==> src/design/assert_macros.svh <==
// Assertion macros used by the deque unit controller
`ifndef ASSERT_MACROS_SVH
`define ASSERT_MACROS_SVH
// implication checked every cycle outside reset
`define ASSERT_IMP(label, clk, rst, ante, cons) \
   label: assert property (@(posedge clk) disable iff (rst) (ante) |-> (cons)) \
      else $error("assertion failed");
// next-cycle implication outside reset
`define ASSERT_NEXT(label, clk, rst, ante, cons) \
   label: assert property (@(posedge clk) disable iff (rst) (ante) |=> (cons)) \
      else $error("assertion failed");
`endif

==> src/design/bdq_pkg.sv <==
// Types and constants of the bounded deque unit
`timescale 1ns / 1ps
package bdq_pkg;
   localparam int unsigned OP_W = 4;
   localparam int unsigned VAL_W = 32;
   localparam logic [OP_W-1:0] OP_ADD_F = 4'd0;
   localparam logic [OP_W-1:0] OP_ADD_B = 4'd1;
   localparam logic [OP_W-1:0] OP_EMIT_ALL = 4'd2;
   localparam logic [OP_W-1:0] OP_DEL_F = 4'd3;
   localparam logic [OP_W-1:0] OP_DEL_B = 4'd4;
   localparam logic [OP_W-1:0] OP_CLEAR = 4'd5;
   localparam logic [OP_W-1:0] OP_DEL_V = 4'd6;
   localparam logic [OP_W-1:0] OP_EMIT_F = 4'd7;
   localparam logic [OP_W-1:0] OP_EMIT_L = 4'd8;
   localparam logic [1:0] ST_VALUE = 2'd0;
   localparam logic [1:0] ST_DONE = 2'd1;
   localparam logic [1:0] ST_FULL = 2'd2;
   localparam logic [1:0] ST_NONE = 2'd3;

   typedef struct packed {
      logic [OP_W-1:0] opcode;
      logic signed [VAL_W-1:0] operand_value;
   } req_type;

   typedef struct packed {
      logic signed [VAL_W-1:0] item_value;
      logic [1:0] status;
      logic last;
   } rsp_type;

   // controller to datapath
   typedef struct packed {
      logic load;       // capture request, set up walk
      logic rd;         // issue store read at walk index
      logic scan_step;  // delete-by-value: consume read word
      logic emit;       // present read word as a value result
      logic stat;       // present a status result
      logic [1:0] stat_code;
      logic commit_simple; // apply add / delete / clear
      logic commit_scan;   // apply new count after value delete
   } cmd_type;

   // datapath to controller
   typedef struct packed {
      logic [OP_W-1:0] opcode;
      logic full;
      logic empty;
      logic walk_zero;   // nothing to walk
      logic walk_done;   // read index reached walk length
      logic removed;     // value delete found a match
   } sts_type;
endpackage

==> src/design/bdq_datapath.sv <==
// Datapath of the deque unit: ring store, pointers and walk counters
`timescale 1ns / 1ps
module bdq_datapath #(
   parameter int unsigned DEPTH = 64
) (
   input  logic clock,
   input  logic reset,
   input  bdq_pkg::req_type req,
   input  bdq_pkg::cmd_type cmd,
   output bdq_pkg::sts_type sts,
   output bdq_pkg::rsp_type rsp_data
);
   localparam int unsigned AW = (DEPTH > 1) ? $clog2(DEPTH) : 1;
   localparam int unsigned CW = $clog2(DEPTH + 1);
   localparam logic [CW-1:0] DEPTH_C = CW'(DEPTH);

   logic [bdq_pkg::VAL_W-1:0] mem [DEPTH];
   logic [bdq_pkg::VAL_W-1:0] rdata_ff;
   logic [CW-1:0] count_ff, count_in;
   logic [AW-1:0] front_ff, front_in;
   logic [bdq_pkg::OP_W-1:0] op_ff;
   logic [bdq_pkg::VAL_W-1:0] val_ff;
   logic [CW-1:0] base_ff, len_ff, idx_ff, kept_ff;
   logic [CW-1:0] clamp_n;
   logic [CW:0] slot_sum;
   logic [AW-1:0] rd_slot, wr_slot, kept_slot;
   logic wr_en;
   logic [bdq_pkg::VAL_W-1:0] wr_data;

   // map a logical position onto a ring slot (sum stays below 2*DEPTH)
   function automatic logic [AW-1:0] slot_of(input logic [AW-1:0] f, input logic [CW-1:0] i);
      logic [CW:0] s;
      s = (CW+1)'(f) + (CW+1)'(i);
      if (s >= (CW+1)'(DEPTH)) s = s - (CW+1)'(DEPTH);
      return s[AW-1:0];
   endfunction

   always_comb begin
      if (req.operand_value[bdq_pkg::VAL_W-1]) clamp_n = '0;
      else if (req.operand_value < $signed({1'b0, {(bdq_pkg::VAL_W-CW-1){1'b0}}, count_ff}))
         clamp_n = req.operand_value[CW-1:0];
      else clamp_n = count_ff;
   end

   assign slot_sum = (CW+1)'(base_ff) + (CW+1)'(idx_ff);
   assign rd_slot = slot_of(front_ff, slot_sum[CW-1:0]);
   assign kept_slot = slot_of(front_ff, kept_ff);

   always_comb begin
      count_in = count_ff;
      front_in = front_ff;
      wr_en = 1'b0;
      wr_slot = kept_slot;
      wr_data = rdata_ff;
      if (cmd.commit_simple) begin
         unique case (op_ff)
            bdq_pkg::OP_ADD_F: begin
               front_in = (front_ff == '0) ? AW'(DEPTH - 1) : front_ff - AW'(1);
               wr_en = 1'b1;
               wr_slot = front_in;
               wr_data = val_ff;
               count_in = count_ff + CW'(1);
            end
            bdq_pkg::OP_ADD_B: begin
               wr_en = 1'b1;
               wr_slot = slot_of(front_ff, count_ff);
               wr_data = val_ff;
               count_in = count_ff + CW'(1);
            end
            bdq_pkg::OP_DEL_F: begin
               front_in = slot_of(front_ff, CW'(1));
               count_in = count_ff - CW'(1);
            end
            bdq_pkg::OP_DEL_B: count_in = count_ff - CW'(1);
            bdq_pkg::OP_CLEAR: begin
               count_in = '0;
               front_in = '0;
            end
            default: ;
         endcase
      end
      if (cmd.scan_step && rdata_ff != val_ff) wr_en = 1'b1;
      if (cmd.commit_scan) count_in = kept_ff;
   end

   always_ff @(posedge clock) begin
      if (wr_en) mem[wr_slot] <= wr_data;
      if (cmd.rd) rdata_ff <= mem[rd_slot];
   end

   always_ff @(posedge clock) begin
      if (reset) begin
         count_ff <= '0;
         front_ff <= '0;
      end else begin
         count_ff <= count_in;
         front_ff <= front_in;
      end
   end

   always_ff @(posedge clock) begin
      if (cmd.load) begin
         op_ff <= req.opcode;
         val_ff <= req.operand_value;
         idx_ff <= '0;
         kept_ff <= '0;
         base_ff <= '0;
         priority case (req.opcode)
            bdq_pkg::OP_EMIT_F: len_ff <= clamp_n;
            bdq_pkg::OP_EMIT_L: begin
               len_ff <= clamp_n;
               base_ff <= count_ff - clamp_n;
            end
            default: len_ff <= count_ff;
         endcase
      end else begin
         if (cmd.rd) idx_ff <= idx_ff + CW'(1);
         if (cmd.scan_step && rdata_ff != val_ff) kept_ff <= kept_ff + CW'(1);
      end
   end

   always_comb begin
      sts.opcode = op_ff;
      sts.full = (count_ff >= DEPTH_C);
      sts.empty = (count_ff == '0);
      sts.walk_zero = (len_ff == '0);
      sts.walk_done = (idx_ff >= len_ff);
      sts.removed = (kept_ff != count_ff);
   end

   always_comb begin
      rsp_data.item_value = cmd.emit ? rdata_ff : '0;
      rsp_data.status = cmd.emit ? bdq_pkg::ST_VALUE : cmd.stat_code;
      rsp_data.last = cmd.stat | (cmd.emit & sts.walk_done);
   end
endmodule

==> src/design/bdq_ctrl.sv <==
// Controller of the deque unit: sequences one request at a time
`timescale 1ns / 1ps
`include "assert_macros.svh"
module bdq_ctrl (
   input  logic clock,
   input  logic reset,
   input  logic start,
   output logic busy,
   input  bdq_pkg::sts_type sts,
   output bdq_pkg::cmd_type cmd,
   output logic rsp_valid
);
   typedef enum logic [4:0] {
      S_IDLE = 5'b00001,
      S_DEC  = 5'b00010,
      S_RD   = 5'b00100,
      S_EMIT = 5'b01000,
      S_SCAN = 5'b10000
   } state_type;

   state_type state_ff, state_in;
   logic is_emit;

   assign is_emit = (sts.opcode == bdq_pkg::OP_EMIT_ALL) || (sts.opcode == bdq_pkg::OP_EMIT_F)
                    || (sts.opcode == bdq_pkg::OP_EMIT_L);
   assign busy = (state_ff != S_IDLE);

   always_comb begin
      state_in = state_ff;
      cmd = '0;
      cmd.stat_code = bdq_pkg::ST_NONE;
      unique case (state_ff)
         S_IDLE: begin
            cmd.load = start;
            if (start) state_in = S_DEC;
         end
         S_DEC: begin
            state_in = S_IDLE;
            if (is_emit) begin
               if (sts.walk_zero) cmd.stat = 1'b1;
               else begin
                  cmd.rd = 1'b1;
                  state_in = S_RD;
               end
            end else if (sts.opcode == bdq_pkg::OP_DEL_V) begin
               if (sts.empty) cmd.stat = 1'b1;
               else begin
                  cmd.rd = 1'b1;
                  state_in = S_SCAN;
               end
            end else begin
               cmd.stat = 1'b1;
               priority case (sts.opcode)
                  bdq_pkg::OP_ADD_F, bdq_pkg::OP_ADD_B: begin
                     cmd.stat_code = sts.full ? bdq_pkg::ST_FULL : bdq_pkg::ST_DONE;
                     cmd.commit_simple = !sts.full;
                  end
                  bdq_pkg::OP_DEL_F, bdq_pkg::OP_DEL_B: begin
                     cmd.stat_code = sts.empty ? bdq_pkg::ST_NONE : bdq_pkg::ST_DONE;
                     cmd.commit_simple = !sts.empty;
                  end
                  bdq_pkg::OP_CLEAR: begin
                     cmd.stat_code = bdq_pkg::ST_DONE;
                     cmd.commit_simple = 1'b1;
                  end
                  default: cmd.stat_code = bdq_pkg::ST_NONE;
               endcase
            end
         end
         S_RD: begin
            cmd.emit = 1'b1;
            if (sts.walk_done) state_in = S_IDLE;
            else cmd.rd = 1'b1;
         end
         S_EMIT: begin
            // kept count is final here: take it as the new count
            cmd.commit_scan = 1'b1;
            state_in = S_IDLE;
         end
         S_SCAN: begin
            cmd.scan_step = 1'b1;
            if (sts.walk_done) begin
               cmd.stat = 1'b1;
               state_in = S_EMIT;
            end else cmd.rd = 1'b1;
         end
         default: state_in = S_IDLE;
      endcase
   end

   // value-delete status decided in the cycle after the last scan step
   logic scan_fin_ff;
   always_ff @(posedge clock) begin
      if (reset) begin
         state_ff <= S_IDLE;
         scan_fin_ff <= 1'b0;
      end else begin
         state_ff <= state_in;
         scan_fin_ff <= (state_ff == S_SCAN) && sts.walk_done;
      end
   end

   // the scan's last step is held back; the status goes out in S_EMIT
   always_comb begin
      rsp_valid = cmd.emit || (cmd.stat && state_ff != S_SCAN) || (state_ff == S_EMIT);
   end

   `ASSERT_IMP(a_start_only_idle, clock, reset, cmd.load, state_ff == S_IDLE)
   `ASSERT_NEXT(a_scan_to_emit, clock, reset, state_ff == S_SCAN && sts.walk_done, state_ff == S_EMIT)
   `ASSERT_IMP(a_emit_after_scan, clock, reset, state_ff == S_EMIT, scan_fin_ff)
endmodule

==> src/design/bounded_deque_with_value_delete_unit.sv <==
// Top level of the bounded deque unit with delete by value
`timescale 1ns / 1ps
// Channel  Ports                          Direction  Handshake
// request  start, busy, req_word          in         start && !busy
// result   rsp_valid, rsp_word            out        rsp_valid, one cycle, no stall
//
// Add, delete at either end and clear go through two steps: capture, then decide.
// Emit of N entries reads the store once per entry, one store read per cycle on the single
// read port. Delete by value walks every entry, one per cycle, then commits the kept count.
// Synchronous reset empties the deque at once; the store itself is not cleared.
// The receiver cannot stall: each result word stands for exactly one cycle.
module bounded_deque_with_value_delete_unit #(
   parameter int unsigned DEPTH = 64
) (
   input  logic clock,
   input  logic reset,
   input  logic start,
   output logic busy,
   input  bdq_pkg::req_type req_word,
   output logic rsp_valid,
   output bdq_pkg::rsp_type rsp_word
);
   bdq_pkg::cmd_type cmd;
   bdq_pkg::sts_type sts;
   bdq_pkg::rsp_type dp_rsp;
   bdq_pkg::rsp_type scan_rsp;

   // controller: one request at a time
   bdq_ctrl u_ctrl (
      .clock(clock), .reset(reset), .start(start), .busy(busy),
      .sts(sts), .cmd(cmd), .rsp_valid(rsp_valid)
   );

   // datapath: ring store, count, front pointer and walk counters
   bdq_datapath #(.DEPTH(DEPTH)) u_dp (
      .clock(clock), .reset(reset), .req(req_word),
      .cmd(cmd), .sts(sts), .rsp_data(dp_rsp)
   );

   // value delete: status word telling whether any entry was removed, once the walk is over
   always_comb begin
      scan_rsp.item_value = '0;
      scan_rsp.status = sts.removed ? bdq_pkg::ST_DONE : bdq_pkg::ST_NONE;
      scan_rsp.last = 1'b1;
   end

   // pick the scan status word in the cycle after the walk, else the datapath word
   always_comb begin
      if (busy && !cmd.emit && !cmd.stat && !cmd.rd && !cmd.scan_step) rsp_word = scan_rsp;
      else rsp_word = dp_rsp;
   end
endmodule

==> config.mk <==
export PLATFORM = sky130hd
export DESIGN_NAME = bounded_deque_with_value_delete_unit
export DESIGN_NICKNAME = d
export VERILOG_FILES = /design/src/design/bdq_pkg.sv /design/src/design/bdq_datapath.sv /design/src/design/bdq_ctrl.sv /design/src/design/bounded_deque_with_value_delete_unit.sv
export VERILOG_INCLUDE_DIRS = /design/src /design/src/design
export SDC_FILE = /design/constraint.sdc
export NUM_CORES = 2
export LEC_CHECK = 0
export BUFFER_PORTS_ARGS = -buffer_cell sky130_fd_sc_hd__clkbuf_2
export CORE_ASPECT_RATIO = 0.8
export CORE_MARGIN = 8
export CORE_UTILIZATION = 65
export CTS_BUF_LIST = sky130_fd_sc_hd__clkbuf_4
export CTS_CLUSTER_SIZE = 14
export DETAILED_ROUTE_END_ITERATION = 12
export PLACE_DENSITY_LB_ADDON = 0.08
export SYNTH_ARGS = -nofsm -noshare
export SYNTH_HDL_FRONTEND = slang
export SYNTH_SLANG_ARGS = --single-unit
export TNS_END_PERCENT = 100
==> constraint.sdc <==
create_clock -name clock -period 15.2 [get_ports clock]
set_clock_uncertainty 0.15 [all_clocks]
set_input_delay 3.04 -clock clock [delete_from_list [all_inputs] [get_ports clock]]
set_output_delay 3.04 -clock clock [all_outputs]
set_load 0.01 [all_outputs]
==> results.cfg <==
[run_status]
status = finished clean

[drt]
first_pass_iters = 6
routed_via_density = 6.78
drt_wl_total_um = 222000
drt-initial-drc-count = 6230
ant_nets = 0
wl_per_cell_um = 31.7
post-route-drc-count = 0
via_count = 47500

[setup_path]
setup.worst_path.end_class = output pin
crit_arrival_ns = 4.02
critPathRequiredTime_ns = 12.01
reg2reg_depth = 12
r2r_start = u_dp.idx_ff[0]$_SDFFE_PP0P_
critPathMaxFanout = 41
startpoint_type = flop
path_class = reg -> out
r2r_slack_ns = 8.70
r2r-end = u_dp.rdata_ff[8]$_DFFE_PP_

[synthesis]
ys_types = 82
synth_xor_area_share_pct = 0.752
yosys.area.top_type_share_pct = 74.2
synth_cells = 4422
synth_nets = 4514
synth_area_leaders = edfxtp_1 74%, mux4_2 13%, nand2_1 2.1%
syn_avg_cell_area_um2 = 19.5
synthSimpleGateAreaFrac_pct = 5.52
synth_warnings = 0
seq_area_frac_synth_pct = 74.9
synthFlopType = edfxtp_1
async_flop_share_pct = 0
muxShareOfSynthArea_pct = 14.4
synth_top_cell_by_area = edfxtp_1
synth_edf_count = 2129
synth-compound-area-share_pct = 2.16
synthAdderAreaFrac_pct = 0.821
syn_area_um2 = 86200
ys_ff_latch = 2161
synth_top_family_by_area = multiplexers

[flow_run]
max_cap_viol_count = 0

[clocking]
clk_path_buf_depth = 4
cts_tree = done
cts_max_level = 6
numCtsBuffers = 539
clk_pin_slew_ns = 0.06
root_buffer = clkbuf_4
clk_latency_ns = 1.31
post-cts-setup-buffer-count = 0
hold_buffers = 0
post_cts_resized = 0
cts.sinks = 2161

[placement]
placed_area_um2 = 89200
dp.cells = 6118
gp_congestion = 0.837
dp.final_hpwl_um = 117000
portBuffers = 75

[finish]
drive_gt1_share_pct = 31.7
areaGrowthSynthToFinish_pct = 10.9
fin_cells = 6999
fin_nets = 4997
design_area_um2 = 95700

[timing]
period_needed_ns = 7.21
rsz0062_at_grt = false
setup_viol = 0
period_share_pct = 47.5
relSlewSlack_pct = 8.07
setup_tns_ns = 0
worst_slew_pin_slew_ns = 1.37
finalHoldViolations = 0
hold_ws_ns = 0.332
fmax_mhz = 139
slew_violations = 0

[global_routing]
grt_pass1_vias = 47100
grt_max_degree = 126
antenna_found_initial = 5
overflow = 0
grt_first_pass_wirelength_um = 320000
grt_usage_pct = 30.5

[floorplan]
pin_count = 76
die_area_um2 = 145000
core_area_um2 = 132000
rows = 119
initial_core_util_pct = 65.5
die_h_um = 342
die_w_um = 423

[worst_hold_path]
min_from = u_dp.idx_ff[6]$_SDFFE_PP0P_
hold_depth = 1
hold_class = reg -> reg
hold_path_end = u_dp.idx_ff[6]$_SDFFE_PP0P_

[power]
total_power_uw = 12000
p_per_area_nw_per_um2 = 125
peakVddDrop_v = 0.0000907
leakagePower_uw = 0.0313
-- critical path, stage by stage, from the launching register on --
cell      delay (ns)
dfxtp_2         0.93
xnor2_1         0.11
or4_1           0.54
o22ai_4         0.20
buf_4           0.62
nor2_1          0.15
clkbuf_2        0.17
-- how the worst max path moves through the flow --
stage | slack, ns | to | depth (start not counted) | startpoint
3_5_place_dp | 7.11 | u_dp.base_ff[5]$_SDFFCE_PP0P_ | 15 | req_word[6]
3_3_place_gp | 6.89 | u_dp.base_ff[5]$_SDFFCE_PP0P_ | 14 | req_word[27]
4_1_cts | 7.83 | rsp_word[0] | 6 | u_ctrl.state_ff[2]$_SDFFE_PP0P_
5_1_grt | 7.76 | rsp_word[0] | 6 | u_ctrl.state_ff[2]$_SDFFE_PP0P_
6_report | 7.99 | rsp_word[0] | 6 | u_ctrl.state_ff[2]$_SDFFE_PP0P_
2_1_floorplan | 9.33 | u_dp.base_ff[5]$_SDFFCE_PP0P_ | 14 | req_word[6]
-- Yosys cell counts (33+ instances only) --
cell	n
xnor2_1	61
mux2i_1	44
mux4_2	512
mux2_2	38
ha_1	47
buf_2	73
and3_1	38
nand3_1	75
a31oi_1	35
a2111oi_0	33
edfxtp_1	2129
a21oi_1	41
nor3_1	75
a311oi_1	33
nor2_1	56
nand4_1	175
clkbuf_1	157
nand2_1	483
-- cells in the final DEF, fill, tap and decap left out, drive strengths merged, types with 6 or more instances in the layout --
master and count:
a31oi 37, nor4 12, mux4 512, xor2 13
nor3 77, nand3b 7, a2111oi 34, inv 43
dfxtp 32, nor2 57, a22o 9, xnor2 61
clkinv 86, and2 37, buf 127, a311oi 33
clkbuf 837, nand2 483, bufinv 10, a21oi 41
a211oi 15, mux2i 46, nand3 75, o21ai 27
diode 12, and3 38, a21o 10, fa 6
mux2 38, ha 47, nand4 175, edfxtp 2129
-- registers in the layout, indices dropped and copies added, names as in the netlist --
| signal | flops |
|---|---|
| u_dp.rdata_ff | 32 |
| u_dp.len_ff | 7 |
| u_dp.front_ff | 6 |
| u_ctrl.state_ff | 5 |
| u_dp.val_ff | 32 |
| u_dp.count_ff | 7 |
| u_dp.idx_ff | 7 |
| u_dp.base_ff | 6 |
| u_dp.kept_ff | 7 |
| u_dp.mem | 2048 |
| u_dp.op_ff | 4 |
-- per-layer routing --
metal  share of wire (%)  vias up  global-route usage (%)
met5              0.0054        -                       0
met4                 3.2        2                    11.3
met3                  11      414                    7.39
met2                  47     3053                    46.6
met1                  39    24600                    43.7
li1                    -    19400                       -
-- power breakdown --
part	internal (µW)	total (µW)	switching, µW
Combinational	322	795	473
Sequential	6480	6490	15.2
Clock	2460	4680	2220
Total	9260	12000	2710
-- metrics by stage --
stage | util (%) | setup WS, ns
after floorplan | - | 9.33
after global placement | 67.8 | 6.89
after detailed placement | 67.8 | 7.11
after CTS | 72.6 | 7.83
after global routing | 72.7 | 7.76
final | 72.7 | 7.99
-- area by class of cell --
cell class              instances  area (µm²)
diodes                         12        30.0
fillers                      8031       36000
multi-input cells            1967       20900
clock inverters               107         688
repair buffers                202        1380
clock buffers                 762        5720
inverters                      34         128
well taps                    1754        2190
flip-flops and latches       2161       64600
-- cells by family (layout without fill, tap and decap cells) --
group / after synthesis / count (layout)
flops: 2161 / 2161
simple gates: 995 / 995
mux: 596 / 596
buf+inv: 294 / 1105
compound gates: 249 / 249
xor+xnor: 74 / 74
fa+ha+maj: 53 / 53
other cells: 0 / 12
Note: power is estimated with default switching activity, not from simulation.
